--- config.mk ---
export PLATFORM = sky130hd
export DESIGN_NAME = booth_truncated_mantissa_multiplier_unit_flat
export DESIGN_NICKNAME = d
export VERILOG_FILES = /design/src/sv/btmm_pkg.sv /design/src/sv/btmm_in_if.sv /design/src/sv/btmm_out_if.sv /design/src/sv/booth_truncated_mantissa_multiplier_unit.sv /design/src/flat_wrapper.sv
export SDC_FILE = /design/constraint.sdc
export NUM_CORES = 2
export LEC_CHECK = 0
export BUFFER_PORTS_ARGS = -buffer_cell sky130_fd_sc_hd__buf_2
export CELL_PAD_IN_SITES_DETAIL_PLACEMENT = 2
export CELL_PAD_IN_SITES_GLOBAL_PLACEMENT = 2
export CORE_MARGIN = 2
export CORE_UTILIZATION = 40
export CTS_BUF_LIST = sky130_fd_sc_hd__clkbuf_4
export CTS_CLUSTER_SIZE = 20
export DETAILED_ROUTE_END_ITERATION = 10
export PLACE_DENSITY = 0.84
export SETUP_SLACK_MARGIN = 0.4
export SLEW_MARGIN = 20
export SYNTH_ARGS = -nofsm -noshare
export SYNTH_HDL_FRONTEND = slang
export SYNTH_SLANG_ARGS = --single-unit
--- constraint.sdc ---
create_clock -name clk -period 9.9 [get_ports clk]
set_input_delay 2.97 -clock clk [delete_from_list [all_inputs] [get_ports clk]]
set_output_delay 2.97 -clock clk [all_outputs]
set_load 0.01 [all_outputs]
--- src/sv/btmm_pkg.sv ---
package btmm_pkg;

  // operand and result widths
  localparam int unsigned MantW = 24;
  localparam int unsigned ProdW = 48;

  // truncated tree geometry
  localparam int unsigned TreeW     = 32;
  localparam int unsigned NumDigits = 8;

  // masks used in the truncated tree
  localparam logic [TreeW-1:0] LowMask11  = 32'h0000_07ff;
  localparam logic [TreeW-1:0] LowMask12  = 32'h0000_0fff;
  localparam logic [TreeW-1:0] Bit11      = 32'h0000_0800;
  localparam logic [TreeW-1:0] Bit10      = 32'h0000_0400;
  localparam logic [TreeW-1:0] TruncMask  = 32'h0000_7fff;
  localparam logic [ProdW-1:0] FixBit     = 48'h0000_0000_8000;

  typedef struct packed {
    logic [TreeW-1:0] pp;
    logic             neg;
  } booth_t;

  typedef struct packed {
    logic [TreeW-1:0] sum;
    logic [TreeW-1:0] carry;
  } csa_t;

  // 3:2 carry-save compressor over the tree width
  function automatic csa_t csa3(input logic [TreeW-1:0] p, input logic [TreeW-1:0] q,
                                input logic [TreeW-1:0] s);
    logic [TreeW-1:0] h;
    csa_t r;
    h       = p ^ q;
    r.sum   = h ^ s;
    r.carry = ((h & s) | (p & q)) << 1;
    return r;
  endfunction

endpackage

--- src/sv/btmm_in_if.sv ---
interface btmm_in_if import btmm_pkg::*; ();
  logic             valid;
  logic             ready;
  logic [MantW-1:0] multiplicand;
  logic [MantW-1:0] multiplier;

  modport source(output valid, output multiplicand, output multiplier, input ready);
  modport sink(input valid, input multiplicand, input multiplier, output ready);
endinterface

--- src/sv/btmm_out_if.sv ---
interface btmm_out_if import btmm_pkg::*; ();
  logic             valid;
  logic             ready;
  logic [ProdW-1:0] product;

  modport source(output valid, output product, input ready);
  modport sink(input valid, input product, output ready);
endinterface

--- src/sv/booth_truncated_mantissa_multiplier_unit.sv ---
// channel    dir  payload                      handshake
// operands   in   multiplicand[23:0]           valid / ready
//                 multiplier[23:0]
// result     out  product[47:0]                valid / ready
//
// four register stages: booth digits and exact product, first two tree levels,
// last two tree levels and truncated add, bit 15 correction into the output register
// one item per cycle unless result back-pressure stalls the pipeline
// the deepest path is the 24x24 exact multiply in the first stage
// rst clears the stage valid bits only; the data registers carry no reset
// each stage holds while the next one is full and stalled, so nothing is lost or repeated
module booth_truncated_mantissa_multiplier_unit import btmm_pkg::*; (
  input  logic        clk,
  input  logic        rst,
  btmm_in_if.sink     operands,
  btmm_out_if.source  result
);

  // radix-4 booth partial product for digit k of the low multiplier bits
  function automatic booth_t booth_digit(input logic [MantW-1:0] x, input logic [MantW-1:0] y,
                                         input int unsigned k);
    logic [TreeW-1:0] ys;
    logic [TreeW-1:0] v;
    logic [TreeW-1:0] one;
    logic [2:0]       trip;
    logic             isneg;
    booth_t           r;
    ys = TreeW'(y);
    if (k == 0) begin
      trip = {y[1:0], 1'b0};
    end else begin
      trip = 3'(ys >> (2 * k - 1));
    end
    v     = TreeW'(x) << (2 * k);
    one   = TreeW'(1) << (2 * k);
    if (trip inside {3'd3, 3'd4}) begin
      v = v + v;
    end
    isneg = trip inside {[3'd4:3'd6]};
    if (isneg) begin
      v = v ^ ~(one - TreeW'(1));
    end
    if (!(trip inside {[3'd1:3'd6]})) begin
      v = '0;
    end
    r.pp  = v;
    r.neg = isneg;
    return r;
  endfunction

  // stage ready chain
  logic s1_valid, s2_valid, s3_valid;
  logic rdy1, rdy2, rdy3, rdy4;

  assign rdy4           = !result.valid || result.ready;
  assign rdy3           = !s3_valid || rdy4;
  assign rdy2           = !s2_valid || rdy3;
  assign rdy1           = !s1_valid || rdy2;
  assign operands.ready = rdy1;

  // stage 1: booth digits and exact product
  logic [TreeW-1:0]     s1_pp [NumDigits];
  logic [NumDigits-1:0] s1_neg;
  logic [ProdW-1:0]     s1_exact;
  booth_t               dig [NumDigits];

  always_comb begin
    for (int unsigned k = 0; k < NumDigits; k++) begin
      dig[k] = booth_digit(operands.multiplicand, operands.multiplier, k);
    end
  end

  always_ff @(posedge clk) begin
    if (rst) begin
      s1_valid <= 1'b0;
    end else if (rdy1) begin
      s1_valid <= operands.valid;
    end
  end

  always_ff @(posedge clk) begin
    if (operands.valid && rdy1) begin
      for (int unsigned k = 0; k < NumDigits; k++) begin
        s1_pp[k]  <= dig[k].pp;
        s1_neg[k] <= dig[k].neg;
      end
      s1_exact <= ProdW'(operands.multiplicand) * ProdW'(operands.multiplier);
    end
  end

  // stage 2: first two carry-save levels
  csa_t             l1a, l1b, l2a, l2b;
  logic [TreeW-1:0] top;
  logic [TreeW-1:0] neg5_word, neg6_word;
  csa_t             s2_a, s2_b;
  logic             s2_neg7;
  logic [ProdW-1:0] s2_exact;

  always_comb begin
    neg5_word = TreeW'(s1_neg[5]) << 10;
    neg6_word = TreeW'(s1_neg[6]) << 12;
    l1a       = csa3(s1_pp[1], s1_pp[2], s1_pp[3]);
    l1b       = csa3(s1_pp[4] & ~LowMask11, s1_pp[5] & ~LowMask12, s1_pp[6]);
    l1b.carry = l1b.carry | neg6_word | (s1_pp[5] & Bit11);
    top       = s1_pp[7] | ((s1_pp[5] & Bit10) + neg5_word);
    l2a       = csa3(s1_pp[0], l1a.sum, l1a.carry);
    l2b       = csa3(top, l1b.sum, l1b.carry);
  end

  always_ff @(posedge clk) begin
    if (rst) begin
      s2_valid <= 1'b0;
    end else if (rdy2) begin
      s2_valid <= s1_valid;
    end
  end

  always_ff @(posedge clk) begin
    if (s1_valid && rdy2) begin
      s2_a     <= l2a;
      s2_b     <= l2b;
      s2_neg7  <= s1_neg[7];
      s2_exact <= s1_exact;
    end
  end

  // stage 3: last two levels and truncated final add
  csa_t             l3, l4;
  logic [TreeW-1:0] hi, lo, tsum;
  logic             s3_fix;
  logic [ProdW-1:0] s3_exact;

  always_comb begin
    l3   = csa3(s2_a.carry, s2_b.sum, s2_b.carry);
    l4   = csa3(s2_a.sum, l3.sum, l3.carry);
    hi   = (l4.carry + (TreeW'(s2_neg7) << 14)) & ~TruncMask;
    lo   = l4.sum & ~TruncMask;
    tsum = lo + hi;
  end

  always_ff @(posedge clk) begin
    if (rst) begin
      s3_valid <= 1'b0;
    end else if (rdy3) begin
      s3_valid <= s2_valid;
    end
  end

  always_ff @(posedge clk) begin
    if (s2_valid && rdy3) begin
      s3_fix   <= tsum[15] ^ s2_exact[15];
      s3_exact <= s2_exact;
    end
  end

  // stage 4: bit 15 correction into the output register
  always_ff @(posedge clk) begin
    if (rst) begin
      result.valid <= 1'b0;
    end else if (rdy4) begin
      result.valid <= s3_valid;
    end
  end

  always_ff @(posedge clk) begin
    if (s3_valid && rdy4) begin
      result.product <= s3_exact - (s3_fix ? FixBit : '0);
    end
  end

  // no item leaves right after reset
  a_reset_empty: assert property (@(posedge clk) rst |=> !result.valid)
    else $error("result valid right after reset");

  // a stalled tree stage keeps its item
  a_s2_hold: assert property (@(posedge clk) disable iff (rst)
    (s2_valid && !rdy3) |=> (s2_valid && $stable(s2_a) && $stable(s2_b) && $stable(s2_exact)))
    else $error("stage 2 item lost under stall");

  // correction never touches the bits below 15
  a_low_bits: assert property (@(posedge clk) disable iff (rst)
    (s3_valid && rdy4) |=> (result.product[14:0] == $past(s3_exact[14:0])))
    else $error("low product bits altered by correction");

endmodule

--- src/flat_wrapper.sv ---
// flat-port wrapper written by rule: the top's interface ports become plain ports
module booth_truncated_mantissa_multiplier_unit_flat import btmm_pkg::*;
  (clk, rst, operands_valid, operands_multiplicand, operands_multiplier, operands_ready, result_valid, result_product, result_ready);
  btmm_in_if operands_i ();
  btmm_out_if result_i ();
  input  logic clk;
  input  logic rst;
  input wire logic [$bits(operands_i.valid)-1:0] operands_valid;
  input wire logic [$bits(operands_i.multiplicand)-1:0] operands_multiplicand;
  input wire logic [$bits(operands_i.multiplier)-1:0] operands_multiplier;
  output wire logic [$bits(operands_i.ready)-1:0] operands_ready;
  output wire logic [$bits(result_i.valid)-1:0] result_valid;
  output wire logic [$bits(result_i.product)-1:0] result_product;
  input wire logic [$bits(result_i.ready)-1:0] result_ready;
  assign operands_i.valid = operands_valid;
  assign operands_i.multiplicand = operands_multiplicand;
  assign operands_i.multiplier = operands_multiplier;
  assign operands_ready = operands_i.ready;
  assign result_valid = result_i.valid;
  assign result_product = result_i.product;
  assign result_i.ready = result_ready;
  booth_truncated_mantissa_multiplier_unit u_core (.clk(clk), .rst(rst), .operands(operands_i), .result(result_i));
endmodule
======== Yosys cells after proc, flatten, opt, wreduce, memory -nomap -nowiden ========
Memories as Yosys holds them, arrays and structs flattened.
Cells that the tools add are included.
cells by class
  add/subtract/negate cells ............... 12
  $mul .................................... 1
  order comparisons ....................... 24
  equal/unequal tests ..................... 15
  muxes and demuxes ....................... 27
  bitwise operators ....................... 42
  reductions and logical operators ........ 35
operators by type and width
  cell                count
  $mux 32             22
  $xor 16x16->16      12
  $and 15x15->15      12
  $add 32x32->32      4
  $or 15x15->15       6
  $mul 24x24->48      1
  $sub 48x48->48      1
  $not 32->32         1
  $or 16x12->16       2
  $add 30x30->31      1
  $not 30->30         1
  $add 28x28->29      1
  $not 28->28         1
  $add 26x26->27      1
  $mux 27             1
  $not 26->26         1
  $add 24x24->25      1
  $mux 25             1
  $ge 3x1->1 const B  8
  $ge 3x3->1 const B  8
  $le 3x3->1 const B  8
  $not 24->24         1
  $not 22->22         1
  $eq 3x2->1 const B  7
  other kinds (15)    53
storage, ports and cells
  register bits after elaboration ......... 268
  memory bits (writable) .................. 256
  output and inout port bits .............. 50
  word-level logic and storage cells ...... 172
  memories ................................ 1
memory list
  name          depth  width  read ports  clocked after Yosys merged registers in  wr ports  line                                            text
  u_core.s1_pp  8      32     8           0                                        8         booth_truncated_mantissa_multiplier_unit.sv:62  logic [TreeW-1:0] s1_pp [NumDigits];

======== Depth between registers and ports, before layout ========
  depth after elaboration ................. 8
  mapped depth ............................ 28

======== Least setup slack after synthesis ========
OpenSTA, ideal clock, no wires.
  kind .................................... input -> register
  start point ............................. input port operands_multiplier[5]
  end point ............................... register u_core.s1_exact[40] (data pin)
  data arrival time ....................... 10.076 ns
  setup slack ............................. -0.435 ns
  stages on the path ...................... 26
  cells stage by stage .................... clkbuf_1 -> clkbuf_1 -> clkbuf_1 -> nand2_1 -> fa_1 -> inv_1 -> fa_1 -> inv_1 -> fa_1 -> fa_1 -> inv_1 -> fa_1 -> fa_1 -> inv_1 -> fa_1 -> inv_1 -> ha_1 -> clkbuf_1 -> nand2_1 -> a2111oi_0 -> nand2_1 -> a211oi_1 -> o21ai_0 -> o41ai_1 -> a31oi_1 -> xnor2_1
between the ends
  longest elaborated chain between the ends .. 1
ends and longest elaborated chain
  item                  line                                            text
  start, declared       flat_wrapper.sv:10                              input wire logic [$bits(operands_i.multiplier)-1:0] operands_multiplier;
  $mul 24x24->48        booth_truncated_mantissa_multiplier_unit.sv:87  s1_exact <= ProdW'(operands.multiplicand) * ProdW'(operands.multiplier);
  end signal, assigned  booth_truncated_mantissa_multiplier_unit.sv:87
  end, declared         booth_truncated_mantissa_multiplier_unit.sv:64  logic [ProdW-1:0] s1_exact;
Every way passes these cells.
A chain may end at the register's enable or synchronous reset.

======== Worst setup path in the final report ========
  start point ............................. input port operands_multiplier[14]
  end point ............................... register u_core.s1_exact[47] (data pin)
The elaborated chain is that of the path after synthesis.

==> qor.txt <==
status: finished, final reports clean
global-route wire length before repair: 156000 um
CP Launch Type: input port
1st-iter DRT viols: 909
Final Hold Viols: 0
Syn Area/Cell: 10.5 sq um
Mapped Nets: 3500
Post-synth top cells: inv_1 (563), fa_1 (494), nand2_1 (343)
hold crit path type: flip-flop to flip-flop
Sequential Area: 7650 sq um
CP Data Required Time: 10.56 ns
Post-Place Cells: 3812
most frequent cell after synthesis: inv_1
Synth area leaders: fa_1 (34%), edfxtp_1 (26%), ha_1 (8.0%), inv_1 (7.3%), and2_1 (6.2%)
via count: 20800
post-route ant nets: 0
flops & latches, synth: 256
Post-DP Area: 31300 sq um
endpoints failing setup: 0
Finished Core Util: 45.0%
nets@finish: 3665
drt first pass iters: 5
Max Cap Viol: 0
FMAX: 105 MHz
hpwl dp: 84200 um
worst rel slew slack: 29.3%
Post-Route WL: 103000 um
Layout Skew: 0.0534 ns
crit path capture type: flip-flop
mean routed wirelength per cell: 26.1 um
Final Wtd Congestion: 0.843
Yosys cell types: 56
cells after synthesis: 2769
fill cell count: 7568
Clock Tree Root: clkbuf_4
Setup CP Type: input port to flip-flop
number of global-route vias before repair: 26000
initial core utilization: 40.4%
DRC Markers: 0
largest net degree at the start of global routing: 65
CTS max path bufs: 3
leading area contributor after synthesis: fa_1
number of flops mapped to enable cells by yosys: 252
sequential share of the synthesized area: 26.4%
Synth Flop Type: edfxtp_1
CP Max Fanout: 11
grt ovf: 0
synth warn: 0
final non-filler cell total: 3943
Post-CTS Setup Bufs: 0
post-synth top area share: 34.2%
Num CTS Buffers: 70
placement-stage worst setup slack: -0.442 ns
worst slew pin tran: 1.06 ns
total core area: 71600 sq um
clk_lat worst skew: 0.80 ns
Layout Area Growth over Synthesis: 11.4%
design area: 32200 sq um
H-tree depth: 3
RSZ-0062 raised after global routing: true
period utilisation layout: 95.9%
share of cells above drive strength 1: 12.4%
Die Height: 273 um
mapped cell area: 28900 sq um
footprint of the multi-input gates: 18700 sq um
IO Pins: 102
final number of max-transition violations: 0
Final WS setup: 0.406 ns
Vias per Instance: 5.28
CTS tree: built
Port Buffer Count: 101
Critical Path AT: 10.15 ns
Async S/R FF share, synth: 0%
Clock Sink Count: 256
Clk pin slew, worst setup/hold paths: 0.07 ns
post-layout min period: 9.49 ns
die area: 74500 sq um
Die Span X: 273 um
Site Rows: 98
initial antenna violation count: 4
Total Routing Usage GR: 28.1%
## final cells by class
class	instances	share of cell area, %
Inverter	563	6.56
Multi-Input combinational cell	1804	58.1
Antenna cell	6	0.0466
Sequential cell	256	23.7
Clock buffer	94	2.19
Tap cell	950	3.69
Clock inverter	31	0.516
Timing Repair Buffer	239	5.17
## routing by layer
metal | routed length, um | GRT usage [%] | vias up
li1 | - | - | 8874
met1 | 36200 | 28.8 | 11000
met2 | 56500 | 53.3 | 612
met3 | 3440 | 4.09 | 340
met4 | 6910 | 17.7 | 2
met5 | 12 | 0 | -
## cells by family (layout without fill, tap and decap cells)
group / after synthesis / count (layout) / share of synthesized area (%)
and+or+nand+nor: 775 / 775 / 13.4
buffers and inverters: 709 / 927 / 9.20
adders and majority gates: 679 / 679 / 42.2
DFF: 256 / 256 / 26.4
AOI/OAI and AO/OA: 220 / 220 / 4.85
xor gates and xnor gates: 130 / 130 / 3.96
other: 0 / 6 / 0
## worst max-delay path, cell delays in order
cell     delay [ns]
buf_2          0.25
buf_4          0.26
nand2_1        0.11
fa_1           0.55
inv_1          0.07
fa_1           0.54
inv_1          0.08
fa_1           0.54
inv_1          0.07
fa_1           0.43
fa_1           0.52
fa_1           0.69
inv_1          0.11
fa_1           0.55
inv_1          0.05
ha_1           0.36
a21oi_1        0.31
o21ai_1        0.20
a21oi_1        0.27
o21ai_0        0.15
o21ai_1        0.23
o21ai_0        0.13
buf_4          0.17
or4_1          0.41
nand3_1        0.11
## worst paths after layout
check	cells past startpoint	end	slack (ns)	from
min	0	u_core.s3_exact[17]	0.42	u_core.s2_exact[17]
max reg2reg	11	u_core.result.product[47]	5.68	u_core.s3_exact[15]
max	25	u_core.s1_exact[47]	0.41	operands_multiplier[14]
min reg2reg	0	u_core.s3_exact[17]	0.42	u_core.s2_exact[17]
## through the flow
stage	hold slack, ns	TNS (ns)
floorplan	0.400	0
global placement	0.401	-0.0454
detailed placement	0.406	-3.37
CTS	0.403	0
global route	0.409	0
finish	0.415	0
## sequential cells by signal (all words and copies together) (netlist names)
register               cells
u_core.s2_a                7
u_core.s3_exact           48
u_core.s1_valid            1
u_core.s2_neg7             1
u_core.result.valid        1
u_core.s2_valid            1
u_core.s2_exact           48
u_core.s3_fix              1
u_core.s1_exact           48
u_core.s2_b                8
u_core.result.product     48
u_core.s1_neg              3
u_core.s1_pp              40
u_core.s3_valid            1
## repair_timing
| action | 4_1_cts | 5_1_grt |
|---|---|---|
| resized for setup | 2 | 12 |
| endpoints found under the setup margin | 2 | 9 |
| hold buffers | 0 | 0 |
## placed cells by master, fill, tap and decap left out, types with 8 or more instances in the layout
cell	n
a21o_1	25
a21oi_1	58
a221o_1	9
a22oi_1	18
a31oi_1	8
and2_1	286
buf_12	9
buf_2	98
buf_4	128
clkbuf_4	97
clkinv_1	17
edfxtp_1	252
fa_1	494
ha_1	185
inv_1	563
nand2_1	342
nand3_1	8
nand4_1	9
nor2_1	58
nor2b_1	9
nor3_1	18
o21ai_0	49
xnor2_1	59
xor2_1	70
Power is left out: the tool's default activity adds up to more than one toggle a clock period on the data nets, which glitch-free logic cannot reach.
